[src/sv/tvf_pkg.sv]
// shared constants, types and codes for the text view filter
`timescale 1ns / 1ps
`default_nettype none
package tvf_pkg;

	localparam int NUMBER_DIGITS = 6;
	localparam int DIGITS_W      = 4 * NUMBER_DIGITS;
	localparam int NUM_LEN       = NUMBER_DIGITS + 1;
	localparam int BODY_LEN      = 4;
	localparam int BLEN_W        = $clog2(BODY_LEN + 1);
	localparam int MAX_OUT       = NUM_LEN + BODY_LEN;
	localparam int CNT_W         = $clog2(MAX_OUT + 1);
	localparam int PTR_W         = $clog2(MAX_OUT);
	localparam int CFG_IDX_W     = 3;
	localparam int CFG_DATA_W    = 8;

	typedef enum logic [CFG_IDX_W-1:0] {
		REG_NUMBER_MODE = 3'd0,
		REG_SHOW_ENDS   = 3'd1,
		REG_SQUEEZE     = 3'd2,
		REG_SHOW_TABS   = 3'd3,
		REG_SHOW_NP     = 3'd4
	} cfg_reg_t;

	localparam logic [1:0] NUM_ALL      = 2'd1;
	localparam logic [1:0] NUM_NONBLANK = 2'd2;

	localparam logic [7:0] CH_TAB     = 8'h09;
	localparam logic [7:0] CH_NL      = 8'h0A;
	localparam logic [7:0] CH_SPACE   = 8'h20;
	localparam logic [7:0] CH_DOLLAR  = 8'h24;
	localparam logic [7:0] CH_DASH    = 8'h2D;
	localparam logic [7:0] CH_ZERO    = 8'h30;
	localparam logic [7:0] CH_QMARK   = 8'h3F;
	localparam logic [7:0] CH_I       = 8'h49;
	localparam logic [7:0] CH_M       = 8'h4D;
	localparam logic [7:0] CH_CARET   = 8'h5E;
	localparam logic [7:0] CH_DEL     = 8'd127;
	localparam logic [7:0] CH_CTRL_HI = 8'd32;
	localparam logic [7:0] CTRL_SHIFT = 8'd64;

	typedef struct packed {
		logic [1:0] number_mode;
		logic       show_ends;
		logic       squeeze_blank;
		logic       show_tabs;
		logic       show_nonprinting;
	} cfg_t;

	typedef struct packed {
		logic [BODY_LEN-1:0][7:0] bytes;
		logic [BLEN_W-1:0]        len;
	} body_t;

endpackage
`default_nettype wire

[src/sv/tvf_if.sv]
// valid/ready channel interfaces for bytes in, text out and register writes
`timescale 1ns / 1ps
`default_nettype none
interface tvf_in_if;
	logic       valid;
	logic       ready;
	logic [7:0] data_byte;
	logic       file_start;
	modport source (output valid, output data_byte, output file_start, input ready);
	modport sink   (input valid, input data_byte, input file_start, output ready);
	modport mon    (input valid, input data_byte, input file_start, input ready);
endinterface

interface tvf_out_if;
	logic       valid;
	logic       ready;
	logic [7:0] out_byte;
	logic       run_last;
	modport source (output valid, output out_byte, output run_last, input ready);
	modport sink   (input valid, input out_byte, input run_last, output ready);
	modport mon    (input valid, input out_byte, input run_last, input ready);
endinterface

interface tvf_cfg_if
	import tvf_pkg::*;
();
	logic                  valid;
	logic                  ready;
	logic [CFG_IDX_W-1:0]  index;
	logic [CFG_DATA_W-1:0] data;
	modport source (output valid, output index, output data, input ready);
	modport sink   (input valid, input index, input data, output ready);
	modport mon    (input valid, input index, input data, input ready);
endinterface
`default_nettype wire

[src/sv/tvf_render.sv]
// rendering of one file byte into its visible form, up to four bytes
`timescale 1ns / 1ps
`default_nettype none
module tvf_render
	import tvf_pkg::*;
(
	input  wire logic [7:0] data_byte,
	input  wire cfg_t       cfg,
	output body_t           body
);

	logic [7:0]      low;
	logic [1:0][7:0] tail;
	logic [1:0]      tail_len;

	always_comb begin
		body     = '0;
		low      = {1'b0, data_byte[6:0]};
		tail     = '0;
		tail_len = 2'd1;
		if (data_byte == CH_NL) begin
			if (cfg.show_ends) begin
				body.bytes[0] = CH_DOLLAR;
				body.bytes[1] = CH_NL;
				body.len      = BLEN_W'(2);
			end else begin
				body.bytes[0] = CH_NL;
				body.len      = BLEN_W'(1);
			end
		end else if (data_byte == CH_TAB && cfg.show_tabs) begin
			body.bytes[0] = CH_CARET;
			body.bytes[1] = CH_I;
			body.len      = BLEN_W'(2);
		end else if (cfg.show_nonprinting) begin
			if (low == CH_DEL) begin
				tail[0]  = CH_CARET;
				tail[1]  = CH_QMARK;
				tail_len = 2'd2;
			end else if (low < CH_CTRL_HI
					&& !(!data_byte[7] && (low == CH_TAB || low == CH_NL))) begin
				tail[0]  = CH_CARET;
				tail[1]  = low + CTRL_SHIFT;
				tail_len = 2'd2;
			end else begin
				tail[0] = low;
			end
			// high bytes get the meta prefix ahead of the low-7-bit form
			if (data_byte[7]) begin
				body.bytes[0] = CH_M;
				body.bytes[1] = CH_DASH;
				body.bytes[2] = tail[0];
				body.bytes[3] = tail[1];
				body.len      = BLEN_W'(2) + BLEN_W'(tail_len);
			end else begin
				body.bytes[0] = tail[0];
				body.bytes[1] = tail[1];
				body.len      = BLEN_W'(tail_len);
			end
		end else begin
			body.bytes[0] = data_byte;
			body.len      = BLEN_W'(1);
		end
	end

endmodule
`default_nettype wire

[src/sv/text_view_filter_top.sv]
// top level of the text view filter: line state, item register and text output
//
// Takes one file byte per request and emits its cat-style rendering, one text byte
// per cycle from a registered output while the receiver is ready. A byte's rendering
// is k text bytes long (k is 1 to NUMBER_DIGITS + 5, 0 for a squeezed blank line);
// the next byte is taken in the cycle the last text byte of the current one is loaded
// into the output register, so plain text streams at one byte per cycle. Line state
// and the BCD line counter update when a byte is taken; the counter stops at all nines.
// Register writes are taken in any cycle and must only be made while the block is idle.
`timescale 1ns / 1ps
`default_nettype none
module text_view_filter_top
	import tvf_pkg::*;
(
	input  wire logic  clk,
	input  wire logic  arst_n,
	tvf_in_if.sink     byte_ch,
	tvf_out_if.source  text_ch,
	tvf_cfg_if.sink    cfg_ch
);

	function automatic logic [DIGITS_W-1:0] bcd_inc_sat(input logic [DIGITS_W-1:0] d);
		logic [DIGITS_W-1:0] r;
		logic                all_nine;
		logic                carry;
		logic [3:0]          nib;
		r        = d;
		all_nine = 1'b1;
		carry    = 1'b1;
		for (int i = 0; i < NUMBER_DIGITS; i++) begin
			if (d[4*i +: 4] != 4'd9) all_nine = 1'b0;
		end
		for (int i = 0; i < NUMBER_DIGITS; i++) begin
			nib = d[4*i +: 4];
			if (carry) begin
				if (nib == 4'd9) begin
					r[4*i +: 4] = 4'd0;
				end else begin
					r[4*i +: 4] = nib + 4'd1;
					carry       = 1'b0;
				end
			end
		end
		return all_nine ? d : r;
	endfunction

	function automatic logic [NUM_LEN-1:0][7:0] number_text(input logic [DIGITS_W-1:0] d);
		logic [NUM_LEN-1:0][7:0] t;
		logic                    lead;
		logic [3:0]              nib;
		lead = 1'b1;
		for (int i = NUMBER_DIGITS - 1; i >= 0; i--) begin
			nib = d[4*i +: 4];
			if (lead && nib == 4'd0 && i > 0) begin
				t[NUMBER_DIGITS-1-i] = CH_SPACE;
			end else begin
				lead                 = 1'b0;
				t[NUMBER_DIGITS-1-i] = CH_ZERO + {4'd0, nib};
			end
		end
		t[NUMBER_DIGITS] = CH_TAB;
		return t;
	endfunction

	cfg_t                         cfg_q;
	logic                         at_start_q;
	logic                         prev_blank_q;
	logic [DIGITS_W-1:0]          digits_q;

	logic                         item_valid_s1;
	logic [MAX_OUT-1:0][7:0]      item_bytes_s1;
	logic [CNT_W-1:0]             item_cnt_s1;
	logic [PTR_W-1:0]             ptr_q;

	logic                         out_valid_q;
	logic [7:0]                   out_byte_q;
	logic                         out_last_q;

	body_t                        body;
	logic                         is_nl;
	logic                         eff_start;
	logic                         eff_prev;
	logic [DIGITS_W-1:0]          eff_digits;
	logic                         drop;
	logic                         num_en;
	logic                         next_prev;
	logic [NUM_LEN-1:0][7:0]      num_txt;
	logic [MAX_OUT-1:0][7:0]      line_bytes;
	logic [CNT_W-1:0]             line_cnt;
	logic                         out_free;
	logic                         emit;
	logic                         at_last;
	logic                         accept;

	tvf_render u_render (
		.data_byte (byte_ch.data_byte),
		.cfg       (cfg_q),
		.body      (body)
	);

	// register writes
	assign cfg_ch.ready = 1'b1;

	always_ff @(posedge clk or negedge arst_n) begin
		if (!arst_n) begin
			cfg_q <= '0;
		end else if (cfg_ch.valid) begin
			unique case (cfg_reg_t'(cfg_ch.index))
				REG_NUMBER_MODE: cfg_q.number_mode      <= cfg_ch.data[1:0];
				REG_SHOW_ENDS:   cfg_q.show_ends        <= cfg_ch.data[0];
				REG_SQUEEZE:     cfg_q.squeeze_blank    <= cfg_ch.data[0];
				REG_SHOW_TABS:   cfg_q.show_tabs        <= cfg_ch.data[0];
				REG_SHOW_NP:     cfg_q.show_nonprinting <= cfg_ch.data[0];
				default: ;
			endcase
		end
	end

	// line state seen by the incoming byte
	always_comb begin
		is_nl      = (byte_ch.data_byte == CH_NL);
		eff_start  = byte_ch.file_start | at_start_q;
		eff_prev   = !byte_ch.file_start & prev_blank_q;
		eff_digits = byte_ch.file_start ? DIGITS_W'(1) : digits_q;
		drop       = eff_start && cfg_q.squeeze_blank && is_nl && eff_prev;
		next_prev  = (eff_start && cfg_q.squeeze_blank) ? is_nl : eff_prev;
		num_en     = eff_start && !drop
			&& (cfg_q.number_mode == NUM_ALL
				|| (cfg_q.number_mode == NUM_NONBLANK && !is_nl));
		num_txt    = number_text(eff_digits);
		line_bytes = num_en ? {body.bytes, num_txt} : {{NUM_LEN{8'h00}}, body.bytes};
		line_cnt   = num_en ? CNT_W'(NUM_LEN) + CNT_W'(body.len) : CNT_W'(body.len);
	end

	// text emission
	assign out_free = !out_valid_q || text_ch.ready;
	assign emit     = item_valid_s1 && out_free;
	assign at_last  = (CNT_W'(ptr_q) + CNT_W'(1)) == item_cnt_s1;
	assign byte_ch.ready = !item_valid_s1 || (emit && at_last);
	assign accept   = byte_ch.valid && byte_ch.ready;

	always_ff @(posedge clk or negedge arst_n) begin
		if (!arst_n) begin
			at_start_q   <= 1'b1;
			prev_blank_q <= 1'b0;
			digits_q     <= DIGITS_W'(1);
		end else if (accept) begin
			at_start_q   <= is_nl;
			prev_blank_q <= next_prev;
			digits_q     <= num_en ? bcd_inc_sat(eff_digits) : eff_digits;
		end
	end

	always_ff @(posedge clk or negedge arst_n) begin
		if (!arst_n) begin
			item_valid_s1 <= 1'b0;
			ptr_q         <= '0;
		end else if (accept && !drop) begin
			item_valid_s1 <= 1'b1;
			ptr_q         <= '0;
		end else if (emit && at_last) begin
			item_valid_s1 <= 1'b0;
		end else if (emit) begin
			ptr_q <= ptr_q + PTR_W'(1);
		end
	end

	always_ff @(posedge clk) begin
		if (accept && !drop) begin
			item_bytes_s1 <= line_bytes;
			item_cnt_s1   <= line_cnt;
		end
	end

	always_ff @(posedge clk or negedge arst_n) begin
		if (!arst_n) begin
			out_valid_q <= 1'b0;
		end else if (emit) begin
			out_valid_q <= 1'b1;
		end else if (text_ch.ready) begin
			out_valid_q <= 1'b0;
		end
	end

	always_ff @(posedge clk) begin
		if (emit) begin
			out_byte_q <= item_bytes_s1[ptr_q];
			out_last_q <= at_last;
		end
	end

	assign text_ch.valid    = out_valid_q;
	assign text_ch.out_byte = out_byte_q;
	assign text_ch.run_last = out_last_q;

endmodule
`default_nettype wire

[src/flat_wrapper.sv]
// flat-port wrapper written by rule: the top's interface ports become plain ports
module text_view_filter_top_flat import tvf_pkg::*;
  (clk, arst_n, byte_ch_valid, byte_ch_data_byte, byte_ch_file_start, byte_ch_ready, text_ch_valid, text_ch_out_byte, text_ch_run_last, text_ch_ready, cfg_ch_valid, cfg_ch_index, cfg_ch_data, cfg_ch_ready);
  tvf_in_if byte_ch_i ();
  tvf_out_if text_ch_i ();
  tvf_cfg_if cfg_ch_i ();
  input  wire logic clk;
  input  wire logic arst_n;
  input wire logic [$bits(byte_ch_i.valid)-1:0] byte_ch_valid;
  input wire logic [$bits(byte_ch_i.data_byte)-1:0] byte_ch_data_byte;
  input wire logic [$bits(byte_ch_i.file_start)-1:0] byte_ch_file_start;
  output wire logic [$bits(byte_ch_i.ready)-1:0] byte_ch_ready;
  output wire logic [$bits(text_ch_i.valid)-1:0] text_ch_valid;
  output wire logic [$bits(text_ch_i.out_byte)-1:0] text_ch_out_byte;
  output wire logic [$bits(text_ch_i.run_last)-1:0] text_ch_run_last;
  input wire logic [$bits(text_ch_i.ready)-1:0] text_ch_ready;
  input wire logic [$bits(cfg_ch_i.valid)-1:0] cfg_ch_valid;
  input wire logic [$bits(cfg_ch_i.index)-1:0] cfg_ch_index;
  input wire logic [$bits(cfg_ch_i.data)-1:0] cfg_ch_data;
  output wire logic [$bits(cfg_ch_i.ready)-1:0] cfg_ch_ready;
  assign byte_ch_i.valid = byte_ch_valid;
  assign byte_ch_i.data_byte = byte_ch_data_byte;
  assign byte_ch_i.file_start = byte_ch_file_start;
  assign byte_ch_ready = byte_ch_i.ready;
  assign text_ch_valid = text_ch_i.valid;
  assign text_ch_out_byte = text_ch_i.out_byte;
  assign text_ch_run_last = text_ch_i.run_last;
  assign text_ch_i.ready = text_ch_ready;
  assign cfg_ch_i.valid = cfg_ch_valid;
  assign cfg_ch_i.index = cfg_ch_index;
  assign cfg_ch_i.data = cfg_ch_data;
  assign cfg_ch_ready = cfg_ch_i.ready;
  text_view_filter_top u_core (.clk(clk), .arst_n(arst_n), .byte_ch(byte_ch_i), .text_ch(text_ch_i), .cfg_ch(cfg_ch_i));
endmodule
[config.mk]
export PLATFORM = sky130hd
export DESIGN_NAME = text_view_filter_top_flat
export DESIGN_NICKNAME = d
export VERILOG_FILES = /design/src/sv/tvf_pkg.sv /design/src/sv/tvf_if.sv /design/src/sv/tvf_render.sv /design/src/sv/text_view_filter_top.sv /design/src/flat_wrapper.sv
export SDC_FILE = /design/constraint.sdc
export NUM_CORES = 1
export LEC_CHECK = 0
export ABC_AREA = 1
export BUFFER_PORTS_ARGS = -buffer_cell sky130_fd_sc_hd__buf_2
export CAP_MARGIN = 20
export CELL_PAD_IN_SITES_DETAIL_PLACEMENT = 1
export CELL_PAD_IN_SITES_GLOBAL_PLACEMENT = 1
export CORE_ASPECT_RATIO = 2
export CORE_MARGIN = 5
export CORE_UTILIZATION = 46
export DETAILED_ROUTE_END_ITERATION = 7
export PLACE_DENSITY = 0.88
export SLEW_MARGIN = 20
export SYNTH_ARGS = -nofsm -noshare
export SYNTH_HDL_FRONTEND = slang
export SYNTH_SLANG_ARGS = --single-unit
[constraint.sdc]
create_clock -name clk -period 4.8 [get_ports clk]
set_clock_uncertainty 0.2 [all_clocks]
set_input_delay 0.96 -clock clk [delete_from_list [all_inputs] [get_ports clk]]
set_output_delay 0.96 -clock clk [all_outputs]
set_load 0.005 [all_outputs]
Yosys cells after proc, flatten, opt, wreduce, memory -nomap -nowiden
Index checks and enable logic that the tools add are counted.
- register bits after elaboration: 139
- bits in latches: 0
- RAM bits: 0
- memory bits (read-only): 0
- input bits: 25
- output and inout bits: 12
- logic and storage cells: 191
- memories kept: 0
- $add $sub $neg: 16
- multipliers: 0
- divide/modulo/power cells: 0
- order comparisons: 2
- eq/ne operators: 25
- shift operators: 0
- multiplexer cells: 74
- bitwise logic cells: 3
- reductions and logical operators: 44
- operator list (kind ; count):
    two-way mux 24 bit ; 4
    two-way mux 16 bit ; 4
    two-way mux 4 bit ; 15
    two-way mux 19 bit ; 3
    two-way mux 8 bit ; 7
    two-way mux 52 bit ; 1
    adder 6 x 4 -> 7 bit, first input constant ; 6
    binary-select mux 8 bit (select 4 bit) ; 1
    two-way mux 1 bit ; 30
    adder 4 x 1 -> 4 bit, second input constant ; 7
    equality test 4 bit, second input constant ; 6
    != test 4 bit, second input constant ; 6
    zero test 4 bit ; 5
    logical AND 1 bit ; 17
    equality test 8 x 4 -> 1 bit, second input constant ; 2
    equality test 7 x 4 -> 1 bit, second input constant ; 2
    AND reduction 2 bit ; 6
    two-way mux 11 bit ; 1
    two-way mux 2 bit ; 5
    two-way mux 9 bit ; 1
    adder 7 x 7 -> 8 bit, second input constant ; 1
    equality test 7 bit, second input constant ; 1
    zero test 1 bit ; 7
    less-than comparator 7 x 6 -> 1 bit, second input constant ; 1
    19 further kinds ; 25

Logic depth before layout (Yosys ltp)
Gate-level depths: netlist of the first run.
- word-level depth: 18
- mapped depth: 16
- mapped depth without buffers: 16

By module
Synthesis of the first run repeated with hierarchy kept, for this count alone.
- cells, all modules: 925
- area, all modules: 7507.2 sq um
- by module, submodules not included (module ; times used ; cells each ; area each (sq um) ; seq. area each (sq um)):
    text_view_filter_top ; 1 ; 823 ; 6988.0 ; 3595.9
    tvf_render ; 1 ; 102 ; 519.2 ; 0.0

Worst setup path after synthesis of the first run
No wires, ideal clock.
- path type: in2reg
- from: input port text_ch_ready
- to: register u_core.item_bytes_s1[0] in the netlist's numbering, enable pin
- setup time: 0.431 ns
- arrival time: 3.781 ns
- required time: 4.169 ns
- slack: 0.388 ns
- stages on the path: 8
- buffers on the path: 0
- cell sequence: inv_1 a21oi_1 nand3_1 nand2_2 nand2_4 inv_2 nand2_1 inv_1
- longest elaborated chain between the ends: 6
- RTL lines (item ; RTL line ; source):
    from (decl) ; flat_wrapper.sv:16 ; input wire logic [$bits(text_ch_i.ready)-1:0] text_ch_ready;
    logical OR 1 bit ; text_view_filter_top.sv:136 ; assign out_free = !out_valid_q || text_ch.ready;
    logical AND 1 bit ; text_view_filter_top.sv:137 ; assign emit = item_valid_s1 && out_free;
    named net u_core.emit ; text_view_filter_top.sv:91 ; logic emit;
    logical AND 1 bit ; text_view_filter_top.sv:139 ; assign byte_ch.ready = !item_valid_s1 || (emit && at_last);
    logical OR 1 bit ; text_view_filter_top.sv:139 ;
    named net byte_ch_ready ; flat_wrapper.sv:12 ; output wire logic [$bits(byte_ch_i.ready)-1:0] byte_ch_ready;
    logical AND 1 bit ; text_view_filter_top.sv:140 ; assign accept = byte_ch.valid && byte_ch.ready;
    logical AND 1 bit ; text_view_filter_top.sv:169 ; if (accept && !drop) begin
    to (signal assigned) ; text_view_filter_top.sv:170 ; item_bytes_s1 <= line_bytes;
    to (decl) ; text_view_filter_top.sv:71 ; logic [MAX_OUT-1:0][7:0] item_bytes_s1;
The timed path passes the listed nets, and every way through them passes these cells.
A chain may end at the register's enable or synchronous reset.

Worst setup path after layout of the first run
- from: register u_core.ptr_q[0]
- to: output port byte_ch_ready
- longest elaborated chain between the ends: 4
- RTL lines (item ; RTL line ; source):
    from (decl) ; text_view_filter_top.sv:73 ; logic [PTR_W-1:0] ptr_q;
    from (signal assigned) ; text_view_filter_top.sv:164 ; ptr_q <= ptr_q + PTR_W'(1);
    adder 4 x 1 -> 4 bit ; text_view_filter_top.sv:138 ; assign at_last = (CNT_W'(ptr_q) + CNT_W'(1)) == item_cnt_s1;
    equality test 4 bit ; text_view_filter_top.sv:138 ;
    logical AND 1 bit ; text_view_filter_top.sv:139 ;
    logical OR 1 bit ; text_view_filter_top.sv:139 ;
    to (decl) ; flat_wrapper.sv:12 ;
Every way passes these cells.

==> results of run 1 <==
==> routing by layer <==
metal / global-route usage / vias up / share of wire
li1: - / 2993 / -
met1: 0.246 / 3175 / 0.34
met2: 0.489 / 203 / 0.55
met3: 0.0420 / 88 / 0.040
met4: 0.196 / 0 / 0.073
met5: 0 / - / 0
==> sequential cells by signal, summed over array words and instances, names as in the netlist <==
register	count
u_core.item_bytes_s1	73
u_core.digits_q	24
u_core.text_ch.out_byte	8
u_core.cfg_q	6
u_core.item_cnt_s1	4
u_core.ptr_q	4
u_core.at_start_q	1
u_core.item_valid_s1	1
u_core.prev_blank_q	1
u_core.text_ch.run_last	1
u_core.text_ch.valid	1
==> power breakdown <==
part / internal, mW / switching (mW) / leakage (nW) / total (mW)
combinational: 0.388 / 0.883 / 2.07 / 1.27
clock: 0.745 / 0.464 / 0.265 / 1.21
sequential: 1.46 / 0.161 / 1.31 / 1.62
total: 2.59 / 1.51 / 3.64 / 4.10
==> layout by cell type, fill, tap and decap left out, types with 4 or more instances in the layout <==
cell type	Yosys	routed
sky130_fd_sc_hd__conb_1	2	5
sky130_fd_sc_hd__a21oi_1	7	7
sky130_fd_sc_hd__edfxtp_1	86	86
sky130_fd_sc_hd__inv_2	5	6
sky130_fd_sc_hd__inv_1	94	93
sky130_fd_sc_hd__clkbuf_16	0	17
sky130_fd_sc_hd__a22oi_1	7	7
sky130_fd_sc_hd__buf_2	20	29
sky130_fd_sc_hd__a2bb2oi_1	6	6
sky130_fd_sc_hd__nor2_1	102	101
sky130_fd_sc_hd__a31oi_1	4	4
sky130_fd_sc_hd__nand2_1	266	266
sky130_fd_sc_hd__nand2_2	9	9
sky130_fd_sc_hd__clkinv_2	0	5
sky130_fd_sc_hd__nand4_1	14	14
sky130_fd_sc_hd__o21ai_0	94	94
sky130_fd_sc_hd__dfrtp_1	36	36
sky130_fd_sc_hd__nor2_4	4	5
sky130_fd_sc_hd__nor3_1	5	5
sky130_fd_sc_hd__buf_4	2	12
sky130_fd_sc_hd__clkinv_1	1	4
sky130_fd_sc_hd__nand3_1	63	62
sky130_fd_sc_hd__xor2_1	4	4
==> through the flow <==
step           hold slack (ns)  instances  instance area (sq um)
3_3_place_gp             0.265       1099                   7430
5_1_grt                  0.300       1129                   7970
4_1_cts                  0.286       1129                   7970
6_report                 0.284       1129                   7970
3_5_place_dp             0.270       1099                   7430
2_1_floorplan            0.249        897                   7130
==> layout make-up <==
cell class              instances  share of cell area
multi-input cells             634               0.378
repair buffers                 42              0.0320
clock inverters                11              0.0130
inverters                     101              0.0482
clock buffers                  19              0.0543
flip-flops and latches        124               0.444
well taps                     198              0.0311
==> synth_stat cells (2+ instances only) <==
cell type                   number
sky130_fd_sc_hd__nor2_4          4
sky130_fd_sc_hd__a31oi_1         4
sky130_fd_sc_hd__nor4_1          3
sky130_fd_sc_hd__nor2_2          2
sky130_fd_sc_hd__nand4_1        14
sky130_fd_sc_hd__a21oi_1         7
sky130_fd_sc_hd__conb_1          2
sky130_fd_sc_hd__mux2i_1         2
sky130_fd_sc_hd__clkbuf_1       11
sky130_fd_sc_hd__nor3_1          5
sky130_fd_sc_hd__o311ai_0        2
sky130_fd_sc_hd__nand2_2         9
sky130_fd_sc_hd__edfxtp_1       86
sky130_fd_sc_hd__buf_6           3
sky130_fd_sc_hd__dfstp_2         2
sky130_fd_sc_hd__nor2_1        102
sky130_fd_sc_hd__dfrtp_1        36
sky130_fd_sc_hd__inv_1          94
sky130_fd_sc_hd__a22oi_1         7
sky130_fd_sc_hd__o22ai_1         2
sky130_fd_sc_hd__buf_2          20
sky130_fd_sc_hd__buf_4           2
sky130_fd_sc_hd__nand3_2         2
sky130_fd_sc_hd__nand3_1        63
sky130_fd_sc_hd__ha_1            3
sky130_fd_sc_hd__or2_2           2
sky130_fd_sc_hd__nand2_4         3
sky130_fd_sc_hd__a2bb2oi_1       6
sky130_fd_sc_hd__o31ai_1         2
sky130_fd_sc_hd__o21ai_0        94
sky130_fd_sc_hd__o2111ai_1       2
sky130_fd_sc_hd__nand2_1       266
sky130_fd_sc_hd__o211ai_1        2
sky130_fd_sc_hd__inv_2           5
sky130_fd_sc_hd__nand3b_1        2
sky130_fd_sc_hd__xor2_1          4
==> logic make-up (layout without fill, tap and decap cells) <==
group	after synthesis	in the layout
muxes	3	3
xor gates and xnor gates	5	5
DFF	124	124
adders and majority gates	3	3
and+or+nand+nor	482	482
other	2	5
AOI/OAI and AO/OA	136	136
buffers and inverters	139	173
==> final timing paths <==
kind | endpoint | start | slack (ns)
min reg2reg | u_core.digits_q[15] | u_core.digits_q[15] | 0.28
min | u_core.digits_q[15] | u_core.digits_q[15] | 0.28
max | byte_ch_ready | u_core.ptr_q[0] | 1.43
max reg2reg | u_core.item_bytes_s1[32] | u_core.ptr_q[0] | 1.50
max in group asynchronous | u_core.digits_q[11] | arst_n | 3.29
min in group asynchronous | u_core.prev_blank_q | arst_n | 0.50
==> worst max-delay path: stages (launching register included) <==
cell                      delay [ns]
sky130_fd_sc_hd__dfrtp_1        0.64
sky130_fd_sc_hd__ha_1           0.29
sky130_fd_sc_hd__nand2_1        0.08
sky130_fd_sc_hd__nand3_1        0.12
sky130_fd_sc_hd__nand2_1        0.07
sky130_fd_sc_hd__nor2_1         0.15
sky130_fd_sc_hd__nand3_1        0.14
sky130_fd_sc_hd__nand2_2        0.15
sky130_fd_sc_hd__buf_2          0.14
==> out/metrics.yaml, run 1 <==
period_needed_ns: 3.37
synth.area.mux_share: 0.00439
mappedNetlistArea_sq_um: 7120
number_of_detailed_route_iterations_in_the_first_pass: 5
netlist.top_cell.by_area: "sky130_fd_sc_hd__edfxtp_1"
timing.critical_path.from_type: "register"
grt_pass1_vias: 6922
syn_inst: 894
grt_first_pass_wirelength_um: 36200
timing.final.setup_violations: 0
syn_to_final_growth_pct: 11.9
drt_iter0_drc: 364
route.vias.total: 6459
drv.max_cap_violation_count: 0
antenna_found_initial: 0
drtAntennaViolNets: 0
synth-seq-area-share: 0.497
worstRegToRegCells: 12
synth_top_cell_area_share: 0.363
worstPathArrival_ns: 2.21
tritoncts.num_buffers: 17
timing.slew.headroom: 0.342
critPathCaptureType: "output pin"
grt.overflow.total: 0
gp_congestion: 0.925
synth.distinct_cells: 55
path_clk_slew_ns: 0.06
layout-drive-gt1-share: 0.114
htreeDepth: 4
synth-main-ff-cell: "sky130_fd_sc_hd__edfxtp_1"
post_cts_resized: 0
multi_input_area_sq_um: 3010
fp.coreArea_sq_um: 15300
final_nets: 948
timing_worst_slew_pin_value_ns: 0.988
synth_compound_gate_area_share: 0.109
synth.area.top_cells: "sky130_fd_sc_hd__edfxtp_1, sky130_fd_sc_hd__nand2_1, sky130_fd_sc_hd__dfrtp_1"
yosys_warnings: 0
post-route-period-util: 0.703
yosys_register_bits: 124
p_leak_nw: 3.64
min_path_cells: 2
synthSimpleGateAreaFrac: 0.293
cts_root_buf: "sky130_fd_sc_hd__clkbuf_16"
synth_adder_area_share: 0.00527
cts_sinks: 124
sum_of_net_half_perimeters_after_detailed_placement_um: 16000
power.density_cell_area_nw_per_um2: 515
layout.core_utilization: 0.521
critPathKind: "register to output pin"
timing.final.max_slew_violations: 0
clockBufferDepth: 2
synth-edff-count: 86
detail_route.drc_violations: 0
row_count: 64
vdd.ir_drop.worst_uv: 278
placement.io_buffers: 29
post_drt_via_cell_ratio: 5.72
cts_setup_buffers: 0
die_height_um: 186
groute.usage.overall: 0.259
worst_ep_required_time_ns: 3.64
rsz0062_at_grt: "no"
min-delay-path-class: "register to register"
antenna_cells: 0
outcome: "complete, no violations"
synth_xor_xnor_area_share: 0.00615
hold_viol_final: 0
avgSynthCellArea_sq_um: 7.96
die_w_um: 98.0
post_cts_hold_buffer_count: 0
io-pin-count: 37
crit_fanout: 13
largest_family_of_logic_cells_by_synthesized_area: "simple AND/OR/NAND/NOR gates"
max_clk_rate_mhz: 296
worstSkewPairLatency_ns: 0.43
postLayoutSetupSlackWorst_ns: 1.43
n_fill_cell: 1905
wire_per_inst_um: 19.9
register_cell_area_after_layout_sq_um: 3540
pin_count_of_the_biggest_net_entering_global_routing: 43
dieArea_sq_um: 18200
route.final.wire_length_um: 22500
post_synthesis_async_set_or_reset_flop_share: 0.306
dp_slack_ns: 1.26
final.setup.tns_ns: 0
start_util: 0.465
tritoncts: "yes"
p_total_mw: 4.10
(Power assumes the default switching activity.)
==> run 2: changes to the inputs <==
- ABC_AREA: 1 -> 0
- CORE_UTILIZATION: 46 -> 49
- clock period: 4.8 -> 3.4 ns (I/O delays scaled with it)
==> run 2 against run 1 <==
Critical path depth is the same. Final cell count decreased by 26%. Clock-buffer cell count decreased by 2. Hold slack got worse by 0.095 ns.
==> out/metrics.yaml, run 2 <==
synth_top_cell_area_share: 0.380
post_synthesis_async_set_or_reset_flop_share: 0.306
placement.io_buffers: 29
cts_setup_buffers: 0
switch_share: 0.362
grt.overflow.total: 0
cts_root_buf: "sky130_fd_sc_hd__clkbuf_16"
synth-edff-count: 86
rsz0062_at_grt: "no"
number_of_detailed_route_iterations_in_the_first_pass: 5
antenna_cells: 0
fp.coreArea_sq_um: 13700
internal-power_mw: 3.84
row_count: 61
outcome: "complete, no violations"
worstPathArrival_ns: 3.41
post_cts_resized: 0
pin_count_of_the_biggest_net_entering_global_routing: 52
timing.critical_path.from_type: "register"
die_height_um: 176
drv.max_cap_violation_count: 0
tritoncts.num_buffers: 17
mappedNetlistArea_sq_um: 6790
synthSimpleGateAreaFrac: 0.206
max_clk_rate_mhz: 308
synth_adder_area_share: 0.00553
wire_per_inst_um: 25.5
route.vias.total: 5502
vdd.ir_drop.worst_uv: 440
timing.slew.headroom: 0.367
drt_iter0_drc: 615
post_drt_via_cell_ratio: 6.61
critPathCaptureType: "register"
die_w_um: 93.2
layout-drive-gt1-share: 0.190
final.setup.tns_ns: 0
p_sw_mw: 2.18
period_needed_ns: 3.24
layout.cells.most_common: "sky130_fd_sc_hd__edfxtp_1"
largest_reg_flops: 73
n_fill_cell: 1481
syn_inst: 637
io-pin-count: 37
share_comb_of_total_power: 0.316
power.density_cell_area_nw_per_um2: 783
route.final.wire_length_um: 21300
path_clk_slew_ns: 0.06
timing_worst_slew_pin_value_ns: 0.949
syn_to_final_growth_pct: 13.4
synth_xor_xnor_area_share: 0.0155
grt_pass1_vias: 5919
worst_ep_required_time_ns: 3.57
synth_compound_gate_area_share: 0.143
yosys_register_bits: 124
cts_sinks: 124
gp_congestion: 0.800
clockBufferDepth: 2
antenna_found_initial: 0
timing.final.max_slew_violations: 0
clock_share_of_power: 0.306
hold_viol_final: 0
p_total_mw: 6.03
avgSynthCellArea_sq_um: 10.7
min-delay-path-class: "input port to asynchronous set/reset pin"
drtAntennaViolNets: 0
p_seq_frac: 0.378
synth-main-ff-cell: "sky130_fd_sc_hd__edfxtp_1"
htreeDepth: 4
groute.usage.overall: 0.268
start_util: 0.494
post-route-period-util: 0.954
netlist.top_cell.by_area: "sky130_fd_sc_hd__edfxtp_1"
netlist_top_cells_count: "sky130_fd_sc_hd__edfxtp_1, sky130_fd_sc_hd__nor2_1, sky130_fd_sc_hd__nand2_1, sky130_fd_sc_hd__o21ai_0, sky130_fd_sc_hd__dfrtp_1"
critPathKind: "register to register"
largest_family_of_logic_cells_by_synthesized_area: "simple AND/OR/NAND/NOR gates"
tritoncts: "yes"
grt_first_pass_wirelength_um: 33100
yosys_warnings: 0
synth.distinct_cells: 81
p_leak_nw: 2.83
post_cts_hold_buffer_count: 0
synth-seq-area-share: 0.521
layout.cells.most_common_list: "sky130_fd_sc_hd__edfxtp_1, sky130_fd_sc_hd__nor2_1, sky130_fd_sc_hd__nand2_1"
sum_of_net_half_perimeters_after_detailed_placement_um: 13700
crit_fanout: 15
detail_route.drc_violations: 0
dieArea_sq_um: 16400
worstSkewPairLatency_ns: 0.44
timing.final.setup_violations: 0
final_nets: 690
synth.area.mux_share: 0.0560
max_flop_register: "u_core.item_bytes_s1"
synth.area.top_cells: "sky130_fd_sc_hd__edfxtp_1, sky130_fd_sc_hd__dfrtp_1, sky130_fd_sc_hd__nor2_1"
synth.most_common_cell: "sky130_fd_sc_hd__edfxtp_1"
run 2: cell types whose count changed after synthesis, sizes merged, moves of 44 or more:
cell   before  now
nand2     278   55
inv       100   16
o21ai      96   46
nand3      65   18
nor2      109   65
run 2: power groups by stage:
stage / clock network [mW] / logic (mW) / registers, mW
2_1_floorplan: 0 / 1.30 / 2.20
3_3_place_gp: 0 / 1.71 / 2.26
3_5_place_dp: 0 / 1.83 / 2.29
4_1_cts: 1.85 / 1.90 / 2.27
5_1_grt: 1.93 / 2.03 / 2.30
6_report: 1.84 / 1.90 / 2.28
run 2: critical path: stages, from the launching register on:
cell and delay (ns):
sky130_fd_sc_hd__dfrtp_1 0.49, sky130_fd_sc_hd__ha_1 0.39, sky130_fd_sc_hd__xor2_1 0.20, sky130_fd_sc_hd__nor4b_1 0.42, sky130_fd_sc_hd__a32oi_2 0.38, sky130_fd_sc_hd__buf_4 0.31
sky130_fd_sc_hd__nor4_1 0.48, sky130_fd_sc_hd__nand4b_1 0.17, sky130_fd_sc_hd__nand3_1 0.14
run 2: final timing paths:
kind / from / end / slack [ns] / cells after the start
worst max-delay path: u_core.ptr_q[0] / u_core.digits_q[15] / 0.16 / 8
worst min-delay path: arst_n / u_core.ptr_q[3] / 0.19 / 1
worst max register to register: u_core.ptr_q[0] / u_core.digits_q[15] / 0.16 / 8
worst min register to register: u_core.cfg_q[1] / u_core.cfg_q[1] / 0.32 / 1
max in group asynchronous: arst_n / u_core.cfg_q[3] / 2.21 / 1
min in group clk: cfg_ch_data[1] / u_core.cfg_q[5] / 0.30 / 2
run 2: cell families (layout without fill, tap and decap cells):
family / after synthesis / after routing
buffers and inverters: 67 / 102
xor gates and xnor gates: 12 / 12
and+or+nand+nor: 252 / 252
DFF: 124 / 124
AOI/OAI and AO/OA: 149 / 149
adders and majority gates: 3 / 3
muxes: 28 / 28
other: 2 / 5
run 2: area by class of cell:
type,instances,area [sq um],share of cell area
clock buffers,17,425,0.0553
clock inverters,15,165,0.0215
well taps,157,196,0.0255
flip-flops and latches,124,3540,0.459
inverters,16,62.6,0.00813
repair buffers,54,383,0.0497
multi-input cells,449,2930,0.381
run 2: metrics by stage:
stage          hold slack [ns]  setup slack (ns)  cell area [sq um]  std cells   util
6_report                 0.189             0.158               7700        832  0.560
3_5_place_dp             0.301             0.211               7110        800  0.517
3_3_place_gp             0.275             0.271               7110        800  0.517
2_1_floorplan            0.184            0.0117               6810        640      -
4_1_cts                  0.229             0.187               7700        832  0.560
5_1_grt                  0.254            0.0585               7700        832  0.560
run 2: routing by layer:
metal | vias to the layer above | global-route usage | share of wire
met3 | 67 | 0.0507 | 0.051
li1 | 2426 | - | -
met2 | 251 | 0.461 | 0.52
met4 | 0 | 0.158 | 0.056
met5 | - | 0 | 0
met1 | 2758 | 0.302 | 0.37
==> run 3: changes to the inputs <==
- RECOVER_POWER: unset -> 25
==> run 3 against run 2 <==
The flow now finishes with violations (max-capacitance violations, max-slew violations). Largest cell class unchanged. Clock-buffer cell count unchanged. Largest power group unchanged. Sequential power about the same. Highest routed layer unchanged. Register-to-register slack about the same. Fmax increased by 0.15%. Critical endpoint unchanged.
==> out/metrics.yaml, run 3 (synthesized netlist as in run 2, its figures left out) <==
groute.usage.overall: 0.268
grt_first_pass_wirelength_um: 33100
post_cts_resized: 0
antenna_found_initial: 0
dieArea_sq_um: 16400
final.setup.tns_ns: 0
largest_reg_flops: 73
detail_route.drc_violations: 0
timing.slew.headroom: -0.527
critPathKind: "register to register"
ff2ff_setup_slack_ns: 0.16
min_path_cells: 2
clock_share_of_power: 0.306
dpl-instance-area_sq_um: 7110
violations_in_the_final_reports: "max-capacitance violations, max-slew violations"
p_total_mw: 6.02
vdd.ir_drop.worst_uv: 439
dp_slack_ns: 0.211
post_drt_via_cell_ratio: 6.69
timing.critical_path.from_type: "register"
grt_pass1_vias: 5919
timing_worst_slew_pin_value_ns: 2.29
period_needed_ns: 3.24
tritoncts.num_buffers: 17
antenna_cells: 0
rsz0062_at_grt: "no"
hold_path_startpoint: "cfg_ch_data[1]"
crit_fanout: 15
route.final.wire_length_um: 21200
number_of_detailed_route_iterations_in_the_first_pass: 6
max_clk_rate_mhz: 309
die_w_um: 93.2
outcome: "finished with violations"
route.vias.total: 5563
worstPathArrival_ns: 3.41
timing.hold.ws_ns: 0.300
drtAntennaViolNets: 0
share_comb_of_total_power: 0.315
power.density_cell_area_nw_per_um2: 782
worst_setup_path_startpoint: "u_core.ptr_q[0]"
timing.final.setup_violations: 0
placement.io_buffers: 29
grt.overflow.total: 0
drv.max_cap_violation_count: 1
row_count: 61
cts_setup_buffers: 0
final_nets: 690
tritoncts: "yes"
pin_count_of_the_biggest_net_entering_global_routing: 52
p_sw_mw: 2.18
postLayoutSetupSlackWorst_ns: 0.163
p_seq_frac: 0.379
cts_sinks: 124
drt_iter0_drc: 631
layout.cells.most_common: "sky130_fd_sc_hd__edfxtp_1"
htreeDepth: 4
critPathCaptureType: "register"
io-pin-count: 37
hold_viol_final: 0
worstRegToRegCells: 8
hold-path-endpoint: "u_core.cfg_q[5]"
timing.final.max_slew_violations: 39
endpoint_of_the_worst_register_to_register_path: "u_core.digits_q[15]"
fp.coreArea_sq_um: 13700
worstSkewPairLatency_ns: 0.44
layout-drive-gt1-share: 0.182
min-delay-path-class: "input port to register"
p_leak_nw: 2.82
start_util: 0.494
max_flop_register: "u_core.item_bytes_s1"
path_clk_slew_ns: 0.06
cts_root_buf: "sky130_fd_sc_hd__clkbuf_16"
layout.cells.most_common_list: "sky130_fd_sc_hd__edfxtp_1, sky130_fd_sc_hd__nor2_1, sky130_fd_sc_hd__nand2_1"
syn_to_final_growth_pct: 13.3
switch_share: 0.362
post-route-period-util: 0.952
worst_ep_required_time_ns: 3.57
clockBufferDepth: 2
gp_congestion: 0.800
internal-power_mw: 3.84
critical_path.reg2reg.startpoint: "u_core.ptr_q[0]"
sum_of_net_half_perimeters_after_detailed_placement_um: 13700
post_cts_hold_buffer_count: 0
layout.cell_area.non_filler_sq_um: 7690
wire_per_inst_um: 25.5
die_height_um: 176
[run 3: cell types whose count changed in the layout (fill, tap and decap cells not counted), sizes merged]
cell / before / now
clkbuf: 17 / 22
buf: 54 / 49
[run 3: layout make-up]
class	count	area (sq um)
flip-flops and latches	124	3540
repair buffers	54	377
multi-input cells	449	2930
inverters	16	62.6
well taps	157	196
fillers	1483	6050
clock inverters	15	165
clock buffers	17	425
[run 3: per-layer routing]
metal  part of all wire  GRT usage  wire length (um)
met5                  0          0                 0
met4              0.057      0.158              1200
met3              0.052     0.0507              1110
met2               0.53      0.461             11200
met1               0.36      0.302              7730
[run 3: worst max-delay path by stage]
stage                     slack (ns)                      end  cells past startpoint
after floorplan                 0.01  u_core.item_bytes_s1[0]                      6
after global placement          0.27    u_core.item_cnt_s1[2]                     11
after detailed placement        0.21    u_core.item_cnt_s1[2]                      9
after CTS                       0.19            byte_ch_ready                      6
after global routing            0.06      u_core.digits_q[15]                      8
final                           0.16      u_core.digits_q[15]                      8
[run 3: power by group through the flow]
stage               Clock (mW)  Sequential (mW)  Combinational (mW)
finish                    1.84             2.28                1.90
global route              1.93             2.30                2.03
CTS                       1.85             2.27                1.90
detailed placement           0             2.29                1.83
global placement             0             2.26                1.71
floorplan                    0             2.20                1.30
[run 3: stage by stage]
step                      std cells  utilization
after floorplan                 640            -
after global routing            832        0.560
final                           832        0.560
after detailed placement        800        0.517
after global placement          800        0.517
after CTS                       832        0.560
[run 3: critical path, stage by stage, from the launching register on]
cell and delay, ns:
sky130_fd_sc_hd__dfrtp_1 0.49, sky130_fd_sc_hd__ha_1 0.39, sky130_fd_sc_hd__xor2_1 0.20, sky130_fd_sc_hd__nor4b_1 0.42, sky130_fd_sc_hd__a32oi_2 0.38, sky130_fd_sc_hd__buf_4 0.31
sky130_fd_sc_hd__nor4_1 0.48, sky130_fd_sc_hd__nand4b_1 0.17, sky130_fd_sc_hd__nand3_1 0.14
